==> src/design/sdf_pkg.sv <==
`default_nettype none
// ----------------------------------------------------------------------------
// sdf_pkg
// Shared constants and types of the substring delete filter.
// ----------------------------------------------------------------------------
package sdf_pkg;

  localparam int PATTERN_MAX = 8;
  localparam int CNT_W       = $clog2(PATTERN_MAX + 1);
  localparam int SLOT_W      = $clog2(PATTERN_MAX);
  localparam int SUM_W       = $clog2(2 * PATTERN_MAX);
  localparam int CFG_W       = 64;
  localparam int LEN_W       = 4;

  localparam int QUEUE_DEPTH = 4;
  localparam int QPTR_W      = $clog2(QUEUE_DEPTH);
  localparam int QCNT_W      = $clog2(QUEUE_DEPTH + 1);

  typedef logic [7:0] char_t;

  typedef enum logic {
    REG_PATTERN_BYTES  = 1'b0,
    REG_PATTERN_LENGTH = 1'b1
  } reg_index_t;

  typedef struct packed {
    char_t text_char;
    logic  is_last;
  } in_item_t;

  typedef struct packed {
    char_t out_char;
    logic  char_valid;
    logic  end_of_text;
  } result_t;

endpackage
`default_nettype wire

==> src/design/sdf_front.sv <==
`default_nettype none
// ----------------------------------------------------------------------------
// sdf_front
// Input queue that takes characters from the producer and hands them to the
// scan engine in order.
// ----------------------------------------------------------------------------
module sdf_front import sdf_pkg::*; (
  input  logic     clk,
  input  logic     rst,
  input  logic     wr_en,
  input  in_item_t wr_item,
  output logic     full,
  output logic     avail,
  input  logic     rd_en,
  output in_item_t rd_item
);

  in_item_t            slots [QUEUE_DEPTH];
  logic [QPTR_W-1:0]   wr_ptr;
  logic [QPTR_W-1:0]   rd_ptr;
  logic [QCNT_W-1:0]   count;
  logic                do_wr;
  logic                do_rd;

  always_comb begin
    full    = (count == QCNT_W'(QUEUE_DEPTH));
    avail   = (count != '0);
    do_wr   = wr_en && !full;
    do_rd   = rd_en && avail;
    rd_item = slots[rd_ptr];
  end

  always_ff @(posedge clk) begin
    if (rst) begin
      wr_ptr <= '0;
      rd_ptr <= '0;
      count  <= '0;
    end else begin
      if (do_wr) begin
        wr_ptr <= wr_ptr + 1'b1;
      end
      if (do_rd) begin
        rd_ptr <= rd_ptr + 1'b1;
      end
      if (do_wr && !do_rd) begin
        count <= count + 1'b1;
      end else if (do_rd && !do_wr) begin
        count <= count - 1'b1;
      end
    end
  end

  always_ff @(posedge clk) begin
    if (do_wr) begin
      slots[wr_ptr] <= wr_item;
    end
  end

endmodule
`default_nettype wire

==> src/design/sdf_back.sv <==
`default_nettype none
// ----------------------------------------------------------------------------
// sdf_back
// Scan engine: holds the pending window, compares it with the pattern, drops
// matches and sends kept characters through a one-result hold stage that
// marks the end of each text.
// ----------------------------------------------------------------------------
module sdf_back import sdf_pkg::*; (
  input  logic                     clk,
  input  logic                     rst,
  input  logic [PATTERN_MAX*8-1:0] pattern_bytes,
  input  logic [CNT_W-1:0]         pattern_len,
  input  logic                     in_avail,
  input  in_item_t                 in_item,
  output logic                     in_pop,
  output logic                     res_push,
  output result_t                  res_item,
  input  logic                     res_full
);

  char_t              win [PATTERN_MAX];
  logic [CNT_W-1:0]   cnt;
  logic               busy;
  logic               item_last;
  logic               item_emitted;
  result_t            hold;
  logic               hold_valid;
  logic               hold_final;

  char_t              cur_win [PATTERN_MAX];
  char_t              win_next [PATTERN_MAX];
  logic [CNT_W-1:0]   cur_cnt;
  logic [CNT_W-1:0]   cnt_next;
  logic [CNT_W-1:0]   sh;
  logic [SUM_W-1:0]   src;
  logic               active;
  logic               last_now;
  logic               emitted_before;
  logic               match;
  logic               emit_char;
  logic               empty_mark;
  logic               emit;
  logic               more;
  logic               done;
  logic               push_need;
  logic               stall;
  logic               advance;
  result_t            emit_item;

  always_comb begin
    active         = busy || in_avail;
    last_now       = busy ? item_last : in_item.is_last;
    emitted_before = busy && item_emitted;
    cur_cnt        = busy ? cnt : cnt + 1'b1;

    for (int i = 0; i < PATTERN_MAX; i++) begin
      if (!busy && (cnt[SLOT_W-1:0] == SLOT_W'(i))) begin
        cur_win[i] = in_item.text_char;
      end else begin
        cur_win[i] = win[i];
      end
    end

    match = 1'b1;
    for (int i = 0; i < PATTERN_MAX; i++) begin
      if ((CNT_W'(i) < pattern_len) && (cur_win[i] != pattern_bytes[i*8 +: 8])) begin
        match = 1'b0;
      end
    end

    emit_char = 1'b0;
    sh        = '0;
    if (pattern_len == '0) begin
      if (cur_cnt != '0) begin
        emit_char = 1'b1;
        sh        = CNT_W'(1);
      end
    end else if (cur_cnt >= pattern_len) begin
      if (match) begin
        sh = pattern_len;
      end else begin
        emit_char = 1'b1;
        sh        = CNT_W'(1);
      end
    end else if (last_now && (cur_cnt != '0)) begin
      emit_char = 1'b1;
      sh        = CNT_W'(1);
    end

    cnt_next = cur_cnt - sh;

    for (int i = 0; i < PATTERN_MAX; i++) begin
      src = SUM_W'(i) + SUM_W'(sh);
      if (src < SUM_W'(PATTERN_MAX)) begin
        win_next[i] = cur_win[src[SLOT_W-1:0]];
      end else begin
        win_next[i] = cur_win[i];
      end
    end

    if (pattern_len == '0) begin
      more = (cnt_next != '0);
    end else begin
      more = (cnt_next >= pattern_len);
    end
    more = more || (last_now && (cnt_next != '0));
    done = !more;

    empty_mark = done && last_now && !emit_char && !emitted_before;
    emit       = active && (emit_char || empty_mark);

    emit_item.out_char    = empty_mark ? 8'h00 : cur_win[0];
    emit_item.char_valid  = !empty_mark;
    emit_item.end_of_text = done && last_now;

    push_need = hold_valid && (emit || hold_final);
    stall     = push_need && res_full;
    advance   = active && !stall;
    in_pop    = advance && !busy;
    res_push  = push_need && !res_full;
    res_item  = hold;
  end

  always_ff @(posedge clk) begin
    if (rst) begin
      cnt          <= '0;
      busy         <= 1'b0;
      item_last    <= 1'b0;
      item_emitted <= 1'b0;
      hold_valid   <= 1'b0;
      hold_final   <= 1'b0;
    end else begin
      if (advance) begin
        cnt          <= cnt_next;
        busy         <= !done;
        item_last    <= last_now;
        item_emitted <= emitted_before || emit;
      end
      if (!stall) begin
        if (emit) begin
          hold_valid <= 1'b1;
          hold_final <= done;
        end else if (push_need) begin
          hold_valid <= 1'b0;
          hold_final <= 1'b0;
        end else if (active && done && hold_valid) begin
          hold_final <= 1'b1;
        end
      end
    end
  end

  always_ff @(posedge clk) begin
    if (advance) begin
      win <= win_next;
    end
    if (!stall) begin
      if (emit) begin
        hold <= emit_item;
      end else if (!push_need && active && done && hold_valid) begin
        hold.end_of_text <= last_now;
      end
    end
  end

endmodule
`default_nettype wire

==> src/design/sdf_out_queue.sv <==
`default_nettype none
// ----------------------------------------------------------------------------
// sdf_out_queue
// Result queue between the scan engine and the consumer.
// ----------------------------------------------------------------------------
module sdf_out_queue import sdf_pkg::*; (
  input  logic    clk,
  input  logic    rst,
  input  logic    wr_en,
  input  result_t wr_item,
  output logic    full,
  output logic    avail,
  input  logic    rd_en,
  output result_t rd_item
);

  result_t             slots [QUEUE_DEPTH];
  logic [QPTR_W-1:0]   wr_ptr;
  logic [QPTR_W-1:0]   rd_ptr;
  logic [QCNT_W-1:0]   count;
  logic                do_wr;
  logic                do_rd;

  always_comb begin
    full    = (count == QCNT_W'(QUEUE_DEPTH));
    avail   = (count != '0);
    do_wr   = wr_en && !full;
    do_rd   = rd_en && avail;
    rd_item = slots[rd_ptr];
  end

  always_ff @(posedge clk) begin
    if (rst) begin
      wr_ptr <= '0;
      rd_ptr <= '0;
      count  <= '0;
    end else begin
      if (do_wr) begin
        wr_ptr <= wr_ptr + 1'b1;
      end
      if (do_rd) begin
        rd_ptr <= rd_ptr + 1'b1;
      end
      if (do_wr && !do_rd) begin
        count <= count + 1'b1;
      end else if (do_rd && !do_wr) begin
        count <= count - 1'b1;
      end
    end
  end

  always_ff @(posedge clk) begin
    if (do_wr) begin
      slots[wr_ptr] <= wr_item;
    end
  end

endmodule
`default_nettype wire

==> src/design/substring_delete_filter.sv <==
`default_nettype none
// ----------------------------------------------------------------------------
// substring_delete_filter
// Deletes every non-overlapping occurrence of a configured pattern from a
// character stream, found greedily from the left.
//
//   Channel   Handshake            Payload
//   input     push / full          text_char, is_last
//   result    empty / pop          out_char, char_valid, end_of_text
//   config    cfg_we               cfg_addr, cfg_wdata
//
// One character per cycle is sustained while the result queue has room; each
// takes one scan step that compares the whole window with the pattern in
// parallel. No new character is taken while the engine flushes the pending
// characters after the last one of a text, or takes extra window steps after
// a pattern change. Reset clears the queues, the window count and the
// pattern registers. Either side may stall at any time; the queues let the
// other side keep going until they fill.
// ----------------------------------------------------------------------------
module substring_delete_filter import sdf_pkg::*; (
  input  logic             clk,
  input  logic             rst,
  input  logic             push,
  output logic             full,
  input  logic [7:0]       text_char,
  input  logic             is_last,
  output logic             empty,
  input  logic             pop,
  output logic [7:0]       out_char,
  output logic             char_valid,
  output logic             end_of_text,
  input  logic             cfg_we,
  input  logic             cfg_addr,
  input  logic [CFG_W-1:0] cfg_wdata
);

  logic [PATTERN_MAX*8-1:0] pattern_bytes;
  logic [LEN_W-1:0]         pattern_length;
  logic [CNT_W-1:0]         pattern_len;

  in_item_t wr_in;
  in_item_t rd_in;
  logic     in_avail;
  logic     in_pop;
  logic     res_push;
  result_t  res_item;
  logic     res_full;
  logic     res_avail;
  result_t  head;

  always_comb begin
    wr_in.text_char = text_char;
    wr_in.is_last   = is_last;
    if (pattern_length > LEN_W'(PATTERN_MAX)) begin
      pattern_len = CNT_W'(PATTERN_MAX);
    end else begin
      pattern_len = CNT_W'(pattern_length);
    end
    empty       = !res_avail;
    out_char    = head.out_char;
    char_valid  = head.char_valid;
    end_of_text = head.end_of_text;
  end

  always_ff @(posedge clk) begin
    if (rst) begin
      pattern_bytes  <= '0;
      pattern_length <= '0;
    end else if (cfg_we) begin
      case (cfg_addr)
        REG_PATTERN_BYTES:  pattern_bytes  <= cfg_wdata[PATTERN_MAX*8-1:0];
        REG_PATTERN_LENGTH: pattern_length <= cfg_wdata[LEN_W-1:0];
        default: ;
      endcase
    end
  end

  sdf_front u_front (
    .clk     (clk),
    .rst     (rst),
    .wr_en   (push),
    .wr_item (wr_in),
    .full    (full),
    .avail   (in_avail),
    .rd_en   (in_pop),
    .rd_item (rd_in)
  );

  sdf_back u_back (
    .clk           (clk),
    .rst           (rst),
    .pattern_bytes (pattern_bytes),
    .pattern_len   (pattern_len),
    .in_avail      (in_avail),
    .in_item       (rd_in),
    .in_pop        (in_pop),
    .res_push      (res_push),
    .res_item      (res_item),
    .res_full      (res_full)
  );

  sdf_out_queue u_out_queue (
    .clk     (clk),
    .rst     (rst),
    .wr_en   (res_push),
    .wr_item (res_item),
    .full    (res_full),
    .avail   (res_avail),
    .rd_en   (pop),
    .rd_item (head)
  );

endmodule
`default_nettype wire
==> config.mk <==
export PLATFORM = sky130hd
export DESIGN_NAME = substring_delete_filter
export DESIGN_NICKNAME = d
export VERILOG_FILES = /design/src/design/sdf_pkg.sv /design/src/design/sdf_front.sv /design/src/design/sdf_back.sv /design/src/design/sdf_out_queue.sv /design/src/design/substring_delete_filter.sv
export SDC_FILE = /design/constraint.sdc
export NUM_CORES = 1
export LEC_CHECK = 0
export ABC_AREA = 1
export BUFFER_PORTS_ARGS = -buffer_cell sky130_fd_sc_hd__buf_2
export CORE_ASPECT_RATIO = 1.5
export CORE_MARGIN = 4
export CORE_UTILIZATION = 45
export DETAILED_ROUTE_END_ITERATION = 8
export PLACE_DENSITY = 0.6
export SYNTH_ARGS = -nofsm -noshare
export SYNTH_HDL_FRONTEND = slang
export SYNTH_SLANG_ARGS = --single-unit
==> constraint.sdc <==
create_clock -name clk -period 7.31 [get_ports clk]
set_input_delay 0.731 -clock clk [delete_from_list [all_inputs] [get_ports clk]]
set_output_delay 0.731 -clock clk [all_outputs]
set_load 0.01 [all_outputs]
==> summary.md <==
| Metric | Value |
|---|---|
| Crit path max-delay family | `simple AND/OR/NAND/NOR gates` |
| DRC | `0` |
| Fin util | `51.5%` |
| ANT nets after route | `0` |
| First-pass DRT Iterations | `6` |
| MaxCap Viol Count | `0` |
| Dpl cells | `2,449` |
| Clk Tree Root Cell | `clkbuf_16` |
| Die area | `0.0353 mm2` |
| Yosys top cell area share | `31.0%` |
| Number of port buffers | `90` |
| Die Y | `228 um` |
| Share of post-route cells with drive strength above 1 | `12.1%` |
| Synth Register Bits | `245` |
| 1st-iter DRT viols | `1,284` |
| GP Congestion | `1.01` |
| Critical Path Start Type | `register` |
| Final period util | `93.0%` |
| Sequential Area | `0.00641 mm2` |
| Largest cells by area after synthesis | `edfxtp_1 31%, nand2_1 15%, dfxtp_1 13%, o21ai_0 8.2%, inv_1 4.9%` |
| Cell Rows | `80` |
| # H-tree levels | `1` |
| Syn Inst Count | `1,976` |
| Area Growth Syn to Fin | `12.7%` |
| Skew-Pair Late Insertion Delay | `550 ps` |
| Core Area | `0.0318 mm2` |
| Endpoints failing setup | `0` |
| Initial antenna violation count | `0` |
| Mean Syn Cell Area | `7.36 um2` |
| Hold Path Class | `primary input to register` |
| Crit path max fanout | `10` |
| Drt wl/cell | `20.3 um` |
| Final hold vios | `0` |
| Crit Path Category | `register to register` |
| Crit-path most repeated cell | `nand2_1` |
| Sink Count | `245` |
| Post-Syn Nets | `2,092` |
| Hpwl dp | `38,600 um` |
| Hold Path Cell Cnt | `1` |
| Worst-path cell with the longest stage delay | `fa_1` |
| Setup TNS | `0 ps` |
| Clock tree buffer depth | `3` |
| Pins Over Slew Limit | `0` |
| Synth area leader | `edfxtp_1` |
| Fmax | `0.147 GHz` |
| First-pass GRT wire length | `75,300 um` |
| Post-Layout Inst Area | `0.0164 mm2` |
| Hold Buf Count CTS | `0` |
| Pwr Density | `543 mW/mm2` |
| Most frequent cells in the layout | `579 x nand2_1, 237 x o21ai_0, 188 x inv_1` |
| Post-synthesis cell area | `0.0146 mm2` |
| Post-route minimum period | `6800 ps` |
| CP required | `7790 ps` |
| Clock edge transition at the registers on the reported setup and hold paths | `70 ps` |
| Drt via density | `5.46` |
| Max incr delay on CP | `480 ps` |
| Die width | `155 um` |
| Syn. warnings | `0` |
| CP Depth | `43` |
| Final wirelength | `50,600 um` |
| GRT Overall Usage | `27.9%` |
| Starting Density | `45.7%` |
| Arrival @ worst endpoint | `7280 ps` |
| Sequential element share of the synthesized area | `44.0%` |
| Post-DP Area | `0.0155 mm2` |
| Largest net degree at the start of global routing | `85` |
| Grt ovf | `0` |
| Vias in the first global route | `13,000` |
| Worst reg2reg path depth | `43` |
| Final nets | `2,185` |
| Ant. Diodes | `0` |
| Peak supply drop | `217 uV` |
| Rel. slew slack | `40.1%` |
| Multi-input gate area | `0.00702 mm2` |
| Unrepaired setup endpoints after global routing | `false` |
| Filler Cells Inserted | `3,193` |
| Via count | `13,600` |
| Post-synth cell types | `45` |
| Number of standard cells in the layout, taps in and fillers out | `2,498` |
| Most common cell after layout, fill and taps aside | `nand2_1` |
| CTS tree | `built` |
| Cts bufs inserted | `25` |
| I/O pin total | `91` |
| Pleak | `7.31 nW` |
| CP Buf/Inv Count | `7` |
| Worst slew pin tran | `895 ps` |
| Total Power | `0.00890 W` |
| Setup Skew | `15.6 ps` |
| Status | `finished, final reports clean` |
| Worst setup EP type | `register` |
==> final timing paths <==
kind,startpoint,end,slack [ps]
setup reg to reg,u_back.cnt[0]$_SDFFE_PP0N_,u_front.count[2]$_SDFFE_PP0P_,510
setup / recovery,u_back.cnt[0]$_SDFFE_PP0N_,u_front.count[2]$_SDFFE_PP0P_,510
hold reg to reg,pattern_bytes[54]$_SDFFE_PP0P_,pattern_bytes[54]$_SDFFE_PP0P_,470
hold / removal,text_char[2],u_front.slots[0][3]$_DFFE_PP_,400
==> synth_stat cells (all sizes together) <==
cell type,instances
nand2,593
o21ai,306
inv,200
nor2,193
nand3,159
edfxtp,150
dfxtp,95
a21oi,74
clkbuf,45
ha,34
buf,31
nand3b,16
o31ai,16
o22ai,14
or2,9
nor3,6
o22a,6
xor2,6
clkinv,3
fa,3
o21a,3
xnor2,3
a21boi,2
a21o,2
nand4,2
o211ai,2
a211oi,1
mux2i,1
nor4,1
==> logic make-up (layout without fill, tap and decap cells) <==
logic type      after synthesis  in the layout  share of synthesized area [%]
mux                           1              1                         0.0688
xor+xnor                      9              9                          0.593
simple gates                979            980                           28.7
flops                       245            245                           44.0
buf+inv                     279            390                           7.87
fa+ha+maj                    37             37                           3.34
compound gates              426            426                           15.4
==> repair_timing <==
action / in CTS / in global routing
resized for setup: 0 / 6
setup endpoints to repair: 0 / 4
buffers inserted: 0 / 2
hold endpoints to repair: 0 / 0
==> metal layers <==
layer  GRT usage [%]  share of wire [%]
met5               0                  0
met4            14.4                6.3
met3            2.83                5.4
met2            49.6                 50
met1            32.9                 38
==> sequential cells by signal, summed over array words and instances (netlist names), 2 cells and up, named ones only <==
register            count
pattern_bytes          64
u_back.win             64
u_out_queue.slots      40
u_front.slots          36
u_back.res_item        10
pattern_length          4
u_back.cnt              4
u_front.count           3
u_out_queue.count       3
u_front.rd_ptr          2
u_front.wr_ptr          2
u_out_queue.rd_ptr      2
u_out_queue.wr_ptr      2
==> cell type report <==
cell class                      count  area share (%)
Inverter                          203            4.70
Multi-Input combinational cell   1453            42.8
Sequential cell                   245            39.1
Clock inverter                     15            1.14
Timing Repair Buffer              141            5.08
Tap cell                          410            3.13
Clock buffer                       31            4.07
==> through the flow <==
stage          setup slack (ps)  hold WS [ps]
3_5_place_dp                190           465
6_report                    508           401
2_1_floorplan              1330           436
4_1_cts                     170           377
5_1_grt                    32.5           391
3_3_place_gp                324           455
==> where the power goes <==
| part | switching, W | internal, W | total [W] |
|---|---|---|---|
| registers | 0.000186 | 0.00211 | 0.00229 |
| clock network | 0.000556 | 0.000792 | 0.00135 |
| logic | 0.00369 | 0.00157 | 0.00526 |
(Power assumes the default switching activity.)
